### src/rtl/tcrms_pkg.sv
// ----------------------------------------------------------------------------
// tcrms_pkg
// Shared widths, constants, register codes and types of the two-channel RMS
// meter.
// ----------------------------------------------------------------------------
package tcrms_pkg;

  // Window of samples averaged per channel
  localparam int WINDOW_LENGTH = 20;
  localparam int POS_W         = (WINDOW_LENGTH > 1) ? $clog2(WINDOW_LENGTH) : 1;
  localparam int RING_DEPTH    = 2 * WINDOW_LENGTH;
  localparam int RING_AW       = $clog2(RING_DEPTH);

  // Field widths
  localparam int SAMPLE_W = 12;
  localparam int ZERO_W   = 12;
  localparam int GAIN_W   = 16;
  localparam int DIFF_W   = 13;
  localparam int SCALED_W = 21;
  localparam int RMS_W    = 20;
  localparam int SUM_W    = 46;

  // Shared multiplier: signed SCALED_W x SCALED_W
  localparam int MUL_W  = SCALED_W;
  localparam int PROD_W = 2 * MUL_W;
  localparam int FRAC_W = 8;

  localparam logic signed [PROD_W-1:0] SAT_HI = PROD_W'((64'sd1 <<< (SCALED_W - 1)) - 64'sd1);
  localparam logic signed [PROD_W-1:0] SAT_LO = -SAT_HI - PROD_W'(1);

  // Divide by WINDOW_LENGTH: DIV_BITS quotient bits per cycle
  localparam int DIV_BITS   = 8;
  localparam int DIV_CYCLES = (SUM_W + DIV_BITS - 1) / DIV_BITS;
  localparam int DIV_PAD_W  = DIV_CYCLES * DIV_BITS;
  localparam int REM_W      = $clog2(2 * WINDOW_LENGTH);
  localparam int CNT_W      = $clog2(DIV_CYCLES);

  // APB register map
  localparam int ADDR_W = 4;
  localparam int DATA_W = 32;

  typedef enum logic [1:0] {
    REG_VOLTAGE_GAIN = 2'd0,
    REG_CURRENT_ZERO = 2'd1,
    REG_CURRENT_GAIN = 2'd2
  } reg_idx_t;

  localparam logic [GAIN_W-1:0] VOLTAGE_GAIN_RST = GAIN_W'(4352);
  localparam logic [ZERO_W-1:0] CURRENT_ZERO_RST = ZERO_W'(1650);
  localparam logic [GAIN_W-1:0] CURRENT_GAIN_RST = GAIN_W'(19248);

  typedef struct packed {
    logic [GAIN_W-1:0] voltage_gain_q8;
    logic [ZERO_W-1:0] current_zero_mv;
    logic [GAIN_W-1:0] current_gain_q8;
  } cfg_t;

  typedef struct packed {
    logic                       rd_en;
    logic                       wr_en;
    logic                       ch;
    logic [POS_W-1:0]           pos;
    logic signed [SCALED_W-1:0] wr_data;
  } ring_req_t;

  typedef enum logic [2:0] {
    S_IDLE,
    S_SCALE,
    S_SAT,
    S_SQ_NEW,
    S_ACC,
    S_DIV,
    S_SQRT,
    S_DONE
  } core_state_t;

endpackage

### src/rtl/tcrms_if.sv
// ----------------------------------------------------------------------------
// tcrms_if
// Valid/ready channels: input samples and result items.
// ----------------------------------------------------------------------------
interface tcrms_in_if import tcrms_pkg::*; ();
  logic                valid;
  logic                ready;
  logic                channel;
  logic [SAMPLE_W-1:0] sample_mv;

  modport source (output valid, output channel, output sample_mv, input ready);
  modport sink   (input valid, input channel, input sample_mv, output ready);
endinterface

interface tcrms_out_if import tcrms_pkg::*; ();
  logic                       valid;
  logic                       ready;
  logic                       channel_out;
  logic signed [SCALED_W-1:0] scaled_value;
  logic [RMS_W-1:0]           rms_value;

  modport source (output valid, output channel_out, output scaled_value, output rms_value,
                  input ready);
  modport sink   (input valid, input channel_out, input scaled_value, input rms_value,
                  output ready);
endinterface

### src/rtl/two_channel_sliding_rms_meter.sv
// ----------------------------------------------------------------------------
// two_channel_sliding_rms_meter
// Scales voltage/current samples and reports the sliding-window RMS of each
// channel.
// ----------------------------------------------------------------------------
// One item is handled at a time. After acceptance it goes through scaling,
// squaring and sum update on one shared signed 21x21 multiplier, a divide of
// the 46-bit sum of squares by the window at 8 quotient bits a cycle, 23
// iterations of the bit-serial square root on a 46-bit compare/subtract and
// a hand-off into the output register; the next item is accepted after that
// hand-off. The square root loop is the longest of these steps. A finished
// result sits in an output register; the block takes a new sample while it
// waits, and stalls before hand-off only if the previous result is still
// untaken. Both channel rings share one memory with per-entry valid bits, so
// they read as zero after reset with no clearing pass. Registers (APB, byte
// addresses): 0x0 voltage gain Q8.8, 0x4 current zero offset in mV, 0x8
// current gain Q8.8; write them only while the block is idle.
// ----------------------------------------------------------------------------
module two_channel_sliding_rms_meter import tcrms_pkg::*; (
  input  logic              clk,
  input  logic              rst_n,
  tcrms_in_if.sink          in_chan,
  tcrms_out_if.source       out_chan,
  input  logic              cfg_psel,
  input  logic              cfg_penable,
  input  logic              cfg_pwrite,
  input  logic [ADDR_W-1:0] cfg_paddr,
  input  logic [DATA_W-1:0] cfg_pwdata,
  output logic [DATA_W-1:0] cfg_prdata,
  output logic              cfg_pready
);

  cfg_t                       cfg;
  ring_req_t                  ring_req;
  logic signed [SCALED_W-1:0] old_value;

  // register file
  tcrms_cfg_regs u_cfg_regs (
    .clk         (clk),
    .rst_n       (rst_n),
    .cfg_psel    (cfg_psel),
    .cfg_penable (cfg_penable),
    .cfg_pwrite  (cfg_pwrite),
    .cfg_paddr   (cfg_paddr),
    .cfg_pwdata  (cfg_pwdata),
    .cfg_prdata  (cfg_prdata),
    .cfg_pready  (cfg_pready),
    .cfg         (cfg)
  );

  // last WINDOW_LENGTH scaled values of each channel
  tcrms_ring u_ring (
    .clk       (clk),
    .rst_n     (rst_n),
    .req       (ring_req),
    .old_value (old_value)
  );

  // sequencer and shared arithmetic
  tcrms_core u_core (
    .clk       (clk),
    .rst_n     (rst_n),
    .cfg       (cfg),
    .in_chan   (in_chan),
    .out_chan  (out_chan),
    .ring_req  (ring_req),
    .old_value (old_value)
  );

endmodule

### src/rtl/tcrms_cfg_regs.sv
// ----------------------------------------------------------------------------
// tcrms_cfg_regs
// APB register file: gains and current zero offset.
// ----------------------------------------------------------------------------
module tcrms_cfg_regs import tcrms_pkg::*; (
  input  logic              clk,
  input  logic              rst_n,
  input  logic              cfg_psel,
  input  logic              cfg_penable,
  input  logic              cfg_pwrite,
  input  logic [ADDR_W-1:0] cfg_paddr,
  input  logic [DATA_W-1:0] cfg_pwdata,
  output logic [DATA_W-1:0] cfg_prdata,
  output logic              cfg_pready,
  output cfg_t              cfg
);

  cfg_t     cfg_r;
  cfg_t     cfg_nxt;
  reg_idx_t idx;
  logic     wr_en;

  assign idx        = reg_idx_t'(cfg_paddr[ADDR_W-1:2]);
  assign wr_en      = cfg_psel && cfg_penable && cfg_pwrite;
  assign cfg_pready = 1'b1;
  assign cfg        = cfg_r;

  always_comb begin
    cfg_nxt = cfg_r;
    if (wr_en) begin
      unique case (idx)
        REG_VOLTAGE_GAIN: cfg_nxt.voltage_gain_q8 = cfg_pwdata[GAIN_W-1:0];
        REG_CURRENT_ZERO: cfg_nxt.current_zero_mv = cfg_pwdata[ZERO_W-1:0];
        REG_CURRENT_GAIN: cfg_nxt.current_gain_q8 = cfg_pwdata[GAIN_W-1:0];
        default:          cfg_nxt = cfg_r;
      endcase
    end
  end

  always_comb begin
    unique case (idx)
      REG_VOLTAGE_GAIN: cfg_prdata = DATA_W'(cfg_r.voltage_gain_q8);
      REG_CURRENT_ZERO: cfg_prdata = DATA_W'(cfg_r.current_zero_mv);
      REG_CURRENT_GAIN: cfg_prdata = DATA_W'(cfg_r.current_gain_q8);
      default:          cfg_prdata = '0;
    endcase
  end

  always_ff @(posedge clk) begin
    if (!rst_n) begin
      cfg_r.voltage_gain_q8 <= VOLTAGE_GAIN_RST;
      cfg_r.current_zero_mv <= CURRENT_ZERO_RST;
      cfg_r.current_gain_q8 <= CURRENT_GAIN_RST;
    end else begin
      cfg_r <= cfg_nxt;
    end
  end

endmodule

### src/rtl/tcrms_ring.sv
// ----------------------------------------------------------------------------
// tcrms_ring
// Sample rings of both channels in one memory; per-entry valid bits make
// unwritten entries read as zero after reset.
// ----------------------------------------------------------------------------
module tcrms_ring import tcrms_pkg::*; (
  input  logic                       clk,
  input  logic                       rst_n,
  input  ring_req_t                  req,
  output logic signed [SCALED_W-1:0] old_value
);

  logic signed [SCALED_W-1:0] mem [RING_DEPTH];
  logic [RING_DEPTH-1:0]      vld_r;
  logic signed [SCALED_W-1:0] rd_data_r;
  logic                       rd_vld_r;
  logic [RING_AW-1:0]         addr;

  // current channel sits in the upper half
  assign addr = req.ch ? RING_AW'(WINDOW_LENGTH) + RING_AW'(req.pos) : RING_AW'(req.pos);

  always_ff @(posedge clk) begin
    if (req.wr_en) begin
      mem[addr] <= req.wr_data;
    end
    if (req.rd_en) begin
      rd_data_r <= mem[addr];
    end
  end

  always_ff @(posedge clk) begin
    if (!rst_n) begin
      vld_r    <= '0;
      rd_vld_r <= 1'b0;
    end else begin
      if (req.wr_en) begin
        vld_r[addr] <= 1'b1;
      end
      if (req.rd_en) begin
        rd_vld_r <= vld_r[addr];
      end
    end
  end

  assign old_value = rd_vld_r ? rd_data_r : '0;

endmodule

### src/rtl/tcrms_core.sv
// ----------------------------------------------------------------------------
// tcrms_core
// Sequencer and datapath: shared multiplier for scaling and squares, running
// sums, radix-256 divide by the window, bit-serial square root.
// ----------------------------------------------------------------------------
module tcrms_core import tcrms_pkg::*; (
  input  logic                       clk,
  input  logic                       rst_n,
  input  cfg_t                       cfg,
  tcrms_in_if.sink                   in_chan,
  tcrms_out_if.source                out_chan,
  output ring_req_t                  ring_req,
  input  logic signed [SCALED_W-1:0] old_value
);

  core_state_t state_r, state_nxt;

  logic                       ch_r;
  logic signed [DIFF_W-1:0]   diff_r;
  logic signed [PROD_W-1:0]   prod_r;
  logic signed [SCALED_W-1:0] scaled_r;
  logic [DIV_PAD_W-1:0]       acc_r;
  logic [REM_W-1:0]           rem_r;
  logic [CNT_W-1:0]           cnt_r;
  logic [SUM_W-1:0]           root_r;
  logic [SUM_W-1:0]           bit_r;
  logic [SUM_W-1:0]           sum_r [2];
  logic [POS_W-1:0]           pos_r [2];

  logic                       out_valid_r;
  logic                       out_ch_r;
  logic signed [SCALED_W-1:0] out_scaled_r;
  logic [RMS_W-1:0]           out_rms_r;

  logic                       accept;
  logic                       out_free;
  logic                       load_out;
  logic signed [MUL_W-1:0]    mul_a;
  logic signed [MUL_W-1:0]    mul_b;
  logic signed [PROD_W-1:0]   prod;
  logic signed [PROD_W-1:0]   shifted;
  logic signed [SCALED_W-1:0] scaled_sat;
  logic [GAIN_W-1:0]          gain;
  logic signed [DIFF_W-1:0]   diff_in;
  logic [SUM_W-1:0]           sum_new;
  logic [DIV_PAD_W-1:0]       div_q;
  logic [REM_W-1:0]           div_rem;
  logic [SUM_W-1:0]           sq_x;
  logic [SUM_W-1:0]           sq_trial;
  logic                       sq_ge;
  logic [POS_W-1:0]           pos_inc;

  assign accept   = in_chan.valid && in_chan.ready;
  assign out_free = !out_valid_r || out_chan.ready;

  // ---- next state ----
  always_comb begin
    state_nxt = state_r;
    unique case (state_r)
      S_IDLE:   if (in_chan.valid) state_nxt = S_SCALE;
      S_SCALE:  state_nxt = S_SAT;
      S_SAT:    state_nxt = S_SQ_NEW;
      S_SQ_NEW: state_nxt = S_ACC;
      S_ACC:    state_nxt = S_DIV;
      S_DIV:    if (cnt_r == CNT_W'(DIV_CYCLES - 1)) state_nxt = S_SQRT;
      S_SQRT:   if (bit_r[0]) state_nxt = S_DONE;
      S_DONE:   if (out_free) state_nxt = S_IDLE;
      default:  state_nxt = S_IDLE;
    endcase
  end

  // ---- outputs / control ----
  always_comb begin
    in_chan.ready    = 1'b0;
    load_out         = 1'b0;
    ring_req.rd_en   = 1'b0;
    ring_req.wr_en   = 1'b0;
    ring_req.ch      = ch_r;
    ring_req.pos     = pos_r[ch_r];
    ring_req.wr_data = scaled_sat;
    mul_a            = old_value;
    mul_b            = old_value;
    unique case (state_r)
      S_IDLE: begin
        in_chan.ready  = 1'b1;
        ring_req.rd_en = in_chan.valid;
        ring_req.ch    = in_chan.channel;
        ring_req.pos   = pos_r[in_chan.channel];
      end
      S_SCALE: begin
        mul_a = {{(MUL_W-DIFF_W){diff_r[DIFF_W-1]}}, diff_r};
        mul_b = {{(MUL_W-GAIN_W){1'b0}}, gain};
      end
      S_SAT: begin
        ring_req.wr_en = 1'b1;
      end
      S_SQ_NEW: begin
        mul_a = scaled_r;
        mul_b = scaled_r;
      end
      S_DONE: begin
        load_out = out_free;
      end
      default: ;
    endcase
  end

  // ---- datapath ----
  assign gain = ch_r ? cfg.current_gain_q8 : cfg.voltage_gain_q8;
  assign prod = mul_a * mul_b;

  // voltage is taken as is; current loses its zero offset
  assign diff_in = in_chan.channel ?
                   DIFF_W'($signed({1'b0, in_chan.sample_mv})) -
                   DIFF_W'($signed({1'b0, cfg.current_zero_mv})) :
                   DIFF_W'($signed({1'b0, in_chan.sample_mv}));

  // arithmetic shift is floor division by 256
  assign shifted = prod_r >>> FRAC_W;
  always_comb begin
    if (shifted > SAT_HI)      scaled_sat = SAT_HI[SCALED_W-1:0];
    else if (shifted < SAT_LO) scaled_sat = SAT_LO[SCALED_W-1:0];
    else                       scaled_sat = shifted[SCALED_W-1:0];
  end

  // squares are non-negative and below 2^41
  assign sum_new = acc_r[SUM_W-1:0] + SUM_W'(unsigned'(prod_r));

  assign pos_inc = (pos_r[ch_r] == POS_W'(WINDOW_LENGTH - 1)) ? '0 : pos_r[ch_r] + 1'b1;

  // restoring division, DIV_BITS quotient bits per cycle
  always_comb begin
    div_q   = acc_r;
    div_rem = rem_r;
    for (int i = 0; i < DIV_BITS; i++) begin
      div_rem = (div_rem << 1) | REM_W'(div_q[DIV_PAD_W-1]);
      div_q   = div_q << 1;
      if (div_rem >= REM_W'(WINDOW_LENGTH)) begin
        div_rem  = div_rem - REM_W'(WINDOW_LENGTH);
        div_q[0] = 1'b1;
      end
    end
  end

  // root and bit never overlap, so OR stands in for the add
  assign sq_x     = acc_r[SUM_W-1:0];
  assign sq_trial = root_r | bit_r;
  assign sq_ge    = sq_x >= sq_trial;

  always_ff @(posedge clk) begin
    unique case (state_r)
      S_IDLE: begin
        if (accept) begin
          ch_r   <= in_chan.channel;
          diff_r <= diff_in;
        end
      end
      S_SCALE: prod_r <= prod;
      S_SAT: begin
        scaled_r <= scaled_sat;
        prod_r   <= prod;
      end
      S_SQ_NEW: begin
        acc_r  <= DIV_PAD_W'(sum_r[ch_r] - SUM_W'(unsigned'(prod_r)));
        prod_r <= prod;
      end
      S_ACC: begin
        acc_r <= DIV_PAD_W'(sum_new);
        rem_r <= '0;
      end
      S_DIV: begin
        acc_r  <= div_q;
        rem_r  <= div_rem;
        root_r <= '0;
        bit_r  <= SUM_W'(1) << (SUM_W - 2);
      end
      S_SQRT: begin
        if (sq_ge) begin
          acc_r  <= DIV_PAD_W'(sq_x - sq_trial);
          root_r <= (root_r >> 1) | bit_r;
        end else begin
          root_r <= root_r >> 1;
        end
        bit_r <= bit_r >> 2;
      end
      default: ;
    endcase
    if (load_out) begin
      out_ch_r     <= ch_r;
      out_scaled_r <= scaled_r;
      out_rms_r    <= (|root_r[SUM_W-1:RMS_W]) ? '1 : root_r[RMS_W-1:0];
    end
  end

  always_ff @(posedge clk) begin
    if (!rst_n) begin
      state_r     <= S_IDLE;
      cnt_r       <= '0;
      out_valid_r <= 1'b0;
      sum_r[0]    <= '0;
      sum_r[1]    <= '0;
      pos_r[0]    <= '0;
      pos_r[1]    <= '0;
    end else begin
      state_r <= state_nxt;
      if (state_r == S_ACC) begin
        sum_r[ch_r] <= sum_new;
        pos_r[ch_r] <= pos_inc;
        cnt_r       <= '0;
      end else if (state_r == S_DIV) begin
        cnt_r <= cnt_r + 1'b1;
      end
      if (load_out) begin
        out_valid_r <= 1'b1;
      end else if (out_chan.ready) begin
        out_valid_r <= 1'b0;
      end
    end
  end

  assign out_chan.valid        = out_valid_r;
  assign out_chan.channel_out  = out_ch_r;
  assign out_chan.scaled_value = out_scaled_r;
  assign out_chan.rms_value    = out_rms_r;

endmodule

### src/flat_wrapper.sv
// flat-port wrapper written by rule: the top's interface ports become plain ports
module two_channel_sliding_rms_meter_flat import tcrms_pkg::*;
  (clk, rst_n, cfg_psel, cfg_penable, cfg_pwrite, cfg_paddr, cfg_pwdata, cfg_prdata, cfg_pready, in_chan_valid, in_chan_channel, in_chan_sample_mv, in_chan_ready, out_chan_valid, out_chan_channel_out, out_chan_scaled_value, out_chan_rms_value, out_chan_ready);
  tcrms_in_if in_chan_i ();
  tcrms_out_if out_chan_i ();
  input  logic clk;
  input  logic rst_n;
  input  logic cfg_psel;
  input  logic cfg_penable;
  input  logic cfg_pwrite;
  input  logic [ADDR_W-1:0] cfg_paddr;
  input  logic [DATA_W-1:0] cfg_pwdata;
  output logic [DATA_W-1:0] cfg_prdata;
  output logic cfg_pready;
  input wire logic [$bits(in_chan_i.valid)-1:0] in_chan_valid;
  input wire logic [$bits(in_chan_i.channel)-1:0] in_chan_channel;
  input wire logic [$bits(in_chan_i.sample_mv)-1:0] in_chan_sample_mv;
  output wire logic [$bits(in_chan_i.ready)-1:0] in_chan_ready;
  output wire logic [$bits(out_chan_i.valid)-1:0] out_chan_valid;
  output wire logic [$bits(out_chan_i.channel_out)-1:0] out_chan_channel_out;
  output wire logic [$bits(out_chan_i.scaled_value)-1:0] out_chan_scaled_value;
  output wire logic [$bits(out_chan_i.rms_value)-1:0] out_chan_rms_value;
  input wire logic [$bits(out_chan_i.ready)-1:0] out_chan_ready;
  assign in_chan_i.valid = in_chan_valid;
  assign in_chan_i.channel = in_chan_channel;
  assign in_chan_i.sample_mv = in_chan_sample_mv;
  assign in_chan_ready = in_chan_i.ready;
  assign out_chan_valid = out_chan_i.valid;
  assign out_chan_channel_out = out_chan_i.channel_out;
  assign out_chan_scaled_value = out_chan_i.scaled_value;
  assign out_chan_rms_value = out_chan_i.rms_value;
  assign out_chan_i.ready = out_chan_ready;
  two_channel_sliding_rms_meter u_core (.clk(clk), .rst_n(rst_n), .in_chan(in_chan_i), .out_chan(out_chan_i), .cfg_psel(cfg_psel), .cfg_penable(cfg_penable), .cfg_pwrite(cfg_pwrite), .cfg_paddr(cfg_paddr), .cfg_pwdata(cfg_pwdata), .cfg_prdata(cfg_prdata), .cfg_pready(cfg_pready));
endmodule
### config.mk
export PLATFORM = sky130hd
export DESIGN_NAME = two_channel_sliding_rms_meter_flat
export DESIGN_NICKNAME = d
export VERILOG_FILES = /design/src/rtl/tcrms_pkg.sv /design/src/rtl/tcrms_if.sv /design/src/rtl/two_channel_sliding_rms_meter.sv /design/src/rtl/tcrms_cfg_regs.sv /design/src/rtl/tcrms_ring.sv /design/src/rtl/tcrms_core.sv /design/src/flat_wrapper.sv
export SDC_FILE = /design/constraint.sdc
export NUM_CORES = 2
export LEC_CHECK = 0
export BUFFER_PORTS_ARGS = -buffer_cell sky130_fd_sc_hd__buf_2
export CORE_MARGIN = 8
export CORE_UTILIZATION = 60
export DETAILED_ROUTE_END_ITERATION = 8
export GPL_TIMING_DRIVEN = 0
export PLACE_DENSITY = 0.77
export SYNTH_ARGS = -nofsm -noshare
export SYNTH_HDL_FRONTEND = slang
export SYNTH_SLANG_ARGS = --single-unit
export TNS_END_PERCENT = 5
### constraint.sdc
create_clock -name clk -period 10.8 [get_ports clk]
set_clock_uncertainty 0.15 [all_clocks]
set_input_delay 1.08 -clock clk [delete_from_list [all_inputs] [get_ports clk]]
set_output_delay 1.08 -clock clk [all_outputs]
set_load 0.05 [all_outputs]
==> Word level (Yosys, flattened, before mapping) <==
Memories as Yosys holds them, arrays and structs flattened. A register that Yosys moved wholly into a read port is not among the register bits.
Cells that the tools add are included.
{ "classes": {"n_addsub": 15, "multipliers": 1, "order_cmp": 13, "n_eq_ne": 16, "mux": 62, "n_bitwise": 12, "n_reduce_logical": 23} }
{ "op_table": {"columns": ["op", "n"], "rows": [
  ["48-bit case mux with 4 select lines", 1],
  ["46-bit case mux with 2 select lines", 2],
  ["46-bit 2-to-1 mux", 2],
  ["21-bit case mux with 2 select lines", 2],
  ["21-bit 2-to-1 mux", 3],
  ["5-bit 2-to-1 mux", 10],
  ["6-bit by 5-bit >= comparator with 1-bit output, second input constant", 8],
  ["48-bit 2-to-1 mux", 1],
  ["6-bit by 1-bit OR with 6-bit output", 8],
  ["16-bit case mux with 3 select lines", 1],
  ["46-bit by 42-bit subtractor with 47-bit output", 1],
  ["46-bit by 46-bit subtractor with 47-bit output", 1],
  ["46-bit by 42-bit adder with 46-bit output", 1],
  ["46-bit >= comparator", 1],
  ["45-bit by 46-bit OR with 46-bit output", 1],
  ["46-bit OR", 1],
  ["46-bit OR reduction", 1],
  ["21-bit by 21-bit multiplier with 42-bit output", 1],
  ["40-bit OR", 1],
  ["5-bit subtractor, second input constant", 8],
  ["34-bit by 21-bit > comparator with 1-bit output, second input constant", 1],
  ["34-bit by 21-bit < comparator with 1-bit output, second input constant", 1],
  ["1-bit 2-to-1 mux", 28],
  ["26-bit OR reduction", 1],
  ["34 further kinds", 56]
]} }
{ "word_totals": {"register_bits": 356, "mem_bits_rw": 942, "input_bits": 56, "out_inout_bits": 77, "word_cells": 165, "mem_count": 3} }
{ "memory_table": {"columns": ["name", "depth", "width", "read_ports", "rd_ports_with_merged_regs", "wr", "line", "source"], "rows": [
  ["u_core.u_ring.mem", 40, 21, 1, 1, 1, "tcrms_ring.sv:13", "logic signed [SCALED_W-1:0] mem [RING_DEPTH];"],
  ["u_core.u_core.sum_r", 2, 46, 1, 1, 2, "tcrms_core.sv:27", "logic [SUM_W-1:0] sum_r [2];"],
  ["u_core.u_core.pos_r", 2, 5, 2, 1, 2, "tcrms_core.sv:28", "logic [POS_W-1:0] pos_r [2];"]
]} }

==> Longest topological paths before layout <==
{ "logic_depth": {"ltp_word": 25, "mapped_depth": 46} }

==> Modules after synthesis <==
Synthesis repeated with hierarchy kept, for this count alone.
{ "hier_totals": {"cells_unflattened": 6609, "area_unflattened_um2": 76803.7} }
{ "modules_own_cells": {"columns": ["mod", "n_inst", "cells_each", "area_per_inst_um2", "seq_area_each_um2"], "rows": [
  ["tcrms_core", 1, 4165, 39295.2, 10430.0],
  ["tcrms_ring", 1, 2197, 35300.1, 26675.6],
  ["tcrms_cfg_regs", 1, 247, 2208.4, 880.8]
]} }

==> Worst setup path before layout <==
Ideal clock, no wire load.
{ "synth_timing": {"kind": "register to register", "startpoint": "register u_core.u_core.ch_r", "endpoint": "register u_core.u_core.prod_r[35], data pin", "t_arrival_ps": 8439, "path_slack_ps": 1952, "stages_incl_launch_ff": 31, "n_path_buf": 3, "synth_period_minus_slack_ps": 8848, "cell_sequence": "edfxtp_1 > clkbuf_1 > clkbuf_1 > mux2i_1 > o21ai_0 > nand2_1 > o21ai_1 > clkbuf_1 > nand2_1 > fa_1 > inv_1 > fa_1 > fa_1 > fa_1 > inv_1 > fa_1 > fa_1 > inv_1 > fa_1 > ha_1 > and4_1 > nor4b_1 > a21oi_1 > o31ai_1 > a211oi_1 > o41ai_1 > a21oi_1 > o21ai_0 > a21o_1 > a21oi_1 > xnor2_1"} }
{ "synth_between": {"elab_chain_len": 3} }
{ "synth_rtl": {"columns": ["item", "line", "source"], "rows": [
  ["start: declaration", "tcrms_core.sv:18", "logic ch_r;"],
  ["start signal: assignment", "tcrms_core.sv:154", "ch_r <= in_chan.channel;"],
  ["16-bit 2-to-1 mux", "tcrms_core.sv:109", "assign gain = ch_r ? cfg.current_gain_q8 : cfg.voltage_gain_q8;"],
  ["21-bit case mux with 2 select lines", "tcrms_core.sv:83", "unique case (state_r)"],
  ["21-bit by 21-bit multiplier with 42-bit output", "tcrms_core.sv:110", "assign prod = mul_a * mul_b;"],
  ["net u_core.u_core.prod[35]", "tcrms_core.sv:40", "logic signed [PROD_W-1:0] prod;"],
  ["end signal: assignment", "tcrms_core.sv:158", "S_SCALE: prod_r <= prod;"],
  ["end signal: assignment", "tcrms_core.sv:161", "prod_r <= prod;"],
  ["end signal: assignment", "tcrms_core.sv:165", "prod_r <= prod;"],
  ["end: declaration", "tcrms_core.sv:20", "logic signed [PROD_W-1:0] prod_r;"]
]} }
The timed path passes the listed nets, and every way through them passes these cells.
A chain may end at the register's enable or synchronous reset.

==> Worst setup path after layout <==
{ "layout_timing": {"startpoint": "register u_core.u_core.state_r[1]", "endpoint": "register u_core.u_core.prod_r[38], data pin"} }
{ "layout_between": {"elab_chain_len": 3, "elab_cells_between_ends": 5, "cone_classes": "1 x mul; 2 x eq/ne; 2 x mux"} }
{ "layout_rtl": {"columns": ["item", "line", "source"], "rows": [
  ["start: declaration", "tcrms_core.sv:16", "core_state_t state_r, state_nxt;"],
  ["start signal: assignment", "tcrms_core.sv:205", "state_r <= state_nxt;"],
  ["3-bit by 2-bit == test with 1-bit output / 3-bit by 1-bit == test with 1-bit output (equally long branches)", "tcrms_core.sv:83", null],
  ["21-bit case mux with 2 select lines", "tcrms_core.sv:83", null],
  ["21-bit by 21-bit multiplier with 42-bit output (*)", "tcrms_core.sv:110", null],
  ["net u_core.u_core.prod[38]", "tcrms_core.sv:40", null]
]} }
Mark *: on every way through the listed nets, which the timed path passes. The rest lies on a longest branch.

==> out/results.ini <==
[cts]
clk_pin_slew_worst_paths_ns = 0.06
insertion_delay_ns = 0.79
htree_levels = 4
cts.sinks = 1296
cts-root-buf = clkbuf_16
numCtsBuffers = 134
cts_tree = done
cts_max_path_buffers = 3

[timing]
max_freq_ghz = 0.0948
finalWorstPathRequiredPeriod_ns = 10.55
slew_headroom_pct = -7.54
setup_viol = 0
final-hold-violation-count = 0
tightest_slew_ns = 1.61
finalCritPeriodShare_pct = 97.7
drv_slew = 201

[synthesis]
ys_seq_area_share_pct = 51.1
synth_cell_types = 83
synth_ff_type = edfxtp_1
netlist_area_sq_um = 74300
yosysTopAreaCell = edfxtp_1
synth_warnings = 0
synth_area_leaders = edfxtp_1 (49%), fa_1 (12%), ha_1 (4.6%)
synth_top_cell_area_share_pct = 48.6
synth_edf_count = 1203
syn_inst = 6298
ys_ff_latch = 1296
synthArstFlopShare_pct = 0
syn_area_per_cell_sq_um = 11.8

[grt]
grt_pass1_wl_microns = 376000
gr-total-overflow = 0
grt_max_degree = 42
antenna_found_initial = 23
grtUsageTotal_pct = 38.2
grt_pass1_vias = 56000

[drt]
drtAntennaViolNets = 0
vias = 56700
drcViolationCount = 0
drt_first_iter_violations = 8734
drt-total-wl_microns = 264000
firstDrtPassIters = 8
wl_per_cell_microns = 31.6
avgViaCountPerCell = 6.79

[placement]
port_buffers = 97
placed_cells = 8090
place_congestion = 1.01
placed_cell_area_sq_um = 78200
dp_hpwl_microns = 190000

[power_and_ir_drop]
power_density_nw_per_um2 = 253
p_leak_uw = 0.0315
irDropWorstVdd_v = 0.000317

[layout]
mostFrequentLayoutCell = edfxtp_1
stdcell_count = 8353
stdcell_area_sq_um = 82600
final_cell_mix = edfxtp_1 (1203), nand2_1 (699), inv_1 (605)
multiInputGateArea_sq_um = 33300
fillCellCount = 8944
num-nets-final = 7383
regArea_sq_um = 38000
drive_above_1_share_pct = 8.03
syn_to_final_growth_pct = 11.3

[worst_setup_path]
slowest_stage = o21ai_2
worstPathRequired_ns = 11.16
cp.arrival_ns = 10.92
max_stage_delay_ns = 0.58
worstSetupStartpointType = flip-flop
cp_common_cell = fa_1
end_kind = flip-flop
critPathMaxFanout = 10
path_class = flip-flop to flip-flop

[floorplan]
start_util_pct = 60.2
rows = 129
io_pins = 133
dieArea_sq_um = 135000
die_h_microns = 368
core_sq_um = 123000
die_w_microns = 368

[outcome]
violations = capacitance limit, slew limit
status = finished with violations

[hold_path]
holdCritPathClass = flip-flop to flip-flop

[run]
max_cap_violations = 11

[cell families (layout without fill, tap and decap cells)]
| group | after synthesis | after routing | share of synthesized area (%) |
|---|---|---|---|
| flops | 1296 | 1296 | 51.1 |
| compound gates | 1381 | 1381 | 12.8 |
| mux | 170 | 170 | 2.38 |
| xor+xnor | 188 | 188 | 2.22 |
| buf+inv | 931 | 1317 | 4.80 |
| fa+ha+maj | 735 | 735 | 17.1 |
| simple gates | 1595 | 1595 | 9.54 |
| other cells | 2 | 34 | 0.0101 |
[per-layer routing]
layer,wire (microns),vias up,track usage [%]
li1,-,23100,-
met3,37500,1329,13.8
met4,22900,14,25.6
met1,86900,27500,45.5
met5,149,-,0.142
met2,117000,4664,58.4
[synth_stat cells (all sizes together) (19+ instances only)]
cell	instances
nor3	39
a211oi	20
inv	605
nand4	81
a22oi	200
clkbuf	262
xnor2	124
nand2b	41
mux2	55
a221oi	110
o211ai	19
edfxtp	1203
nor2b	27
a21o	123
and3	80
dfxtp	93
o21ai	195
ha	272
fa	463
mux2i	115
nand2	701
buf	61
o21bai	30
a22o	75
a21oi	255
o31ai	24
o21a	89
o22ai	45
a21boi	44
a31oi	64
xor2	64
nand3	75
nor2	432
and2	54
[flip-flops by register name, indices dropped and copies added (netlist names), 3 cells and up, named ones only]
| register | flops |
|---|---|
| u_core.u_core.pos_r | 10 |
| u_core.u_ring.vld_r | 40 |
| u_core.u_core.sum_r | 92 |
| u_core.u_core.acc_r | 48 |
| u_core.u_core.cnt_r | 3 |
| u_core.u_cfg_regs.cfg | 44 |
| u_core.u_core.root_r | 45 |
| u_core.u_core.out_chan.scaled_value | 21 |
| u_core.u_core.state_r | 3 |
| u_core.u_core.bit_r | 23 |
| u_core.u_core.scaled_r | 21 |
| u_core.u_core.prod_r | 42 |
| u_core.u_core.diff_r | 13 |
| u_core.u_core.out_chan.rms_value | 20 |
| u_core.u_core.rem_r | 5 |
| u_core.u_ring.rd_data_r | 21 |
| u_core.u_ring.mem | 840 |
[where the power goes]
group	internal, uW	switching [uW]	total, uW
sequential	6610	342	6950
clock	2520	2030	4550
combinational	2900	6470	9380
[repair_timing]
item	4_1_cts	5_1_grt
hold buffers	0	0
endpoints found under the hold margin	0	0
resized for setup	20	33
setup endpoints to repair	14	12
pin swaps	0	1
buffers inserted	0	2
[worst paths after layout]
path | start | end | slack [ns] | cells after the start
worst max-delay path | u_core.u_core.state_r[1] | u_core.u_core.prod_r[38] | 0.25 | 30
worst min-delay path | u_core.u_core.scaled_r[17] | u_core.u_core.out_chan.scaled_value[17] | 0.32 | 0
worst max register to register | u_core.u_core.state_r[1] | u_core.u_core.prod_r[38] | 0.25 | 30
worst min register to register | u_core.u_core.scaled_r[17] | u_core.u_core.out_chan.scaled_value[17] | 0.32 | 0
[area by class of cell]
cell class              count  area share [%]
diodes                     17          0.0515
plain buffers             322            1.58
clock buffers             170            4.30
clock inverters            73           0.819
inverters                 608            2.76
multi-input cells        4086            40.3
flip-flops and latches   1296            46.0
well taps                1637            2.48
repair buffers            144            1.79
[through the flow]
| step | worst slack, ns | util (%) | TNS, ns | power [uW] | hold WS (ns) |
|---|---|---|---|---|---|
| 2_1_floorplan | 1.95 | - | 0 | 12500 | 0.277 |
| 3_3_place_gp | -0.897 | 62.3 | -6.62 | 15600 | 0.286 |
| 3_5_place_dp | -1.14 | 63.4 | -8.24 | 15900 | 0.295 |
| 4_1_cts | 0.0121 | 66.9 | 0 | 20400 | 0.311 |
| 5_1_grt | -0.128 | 67.0 | -0.182 | 21600 | 0.323 |
| 6_report | 0.248 | 67.0 | 0 | 20900 | 0.316 |
[worst max-delay path: cells and delay by family, from the launching register on]
kind	cells	cell delay (ns)
simple gates	2	0.21
fa+ha+maj	8	3.89
xor+xnor	1	0.24
flops	1	0.43
compound gates	12	3.36
buf+inv	7	1.97
Note: power is estimated with default switching activity, not from simulation.
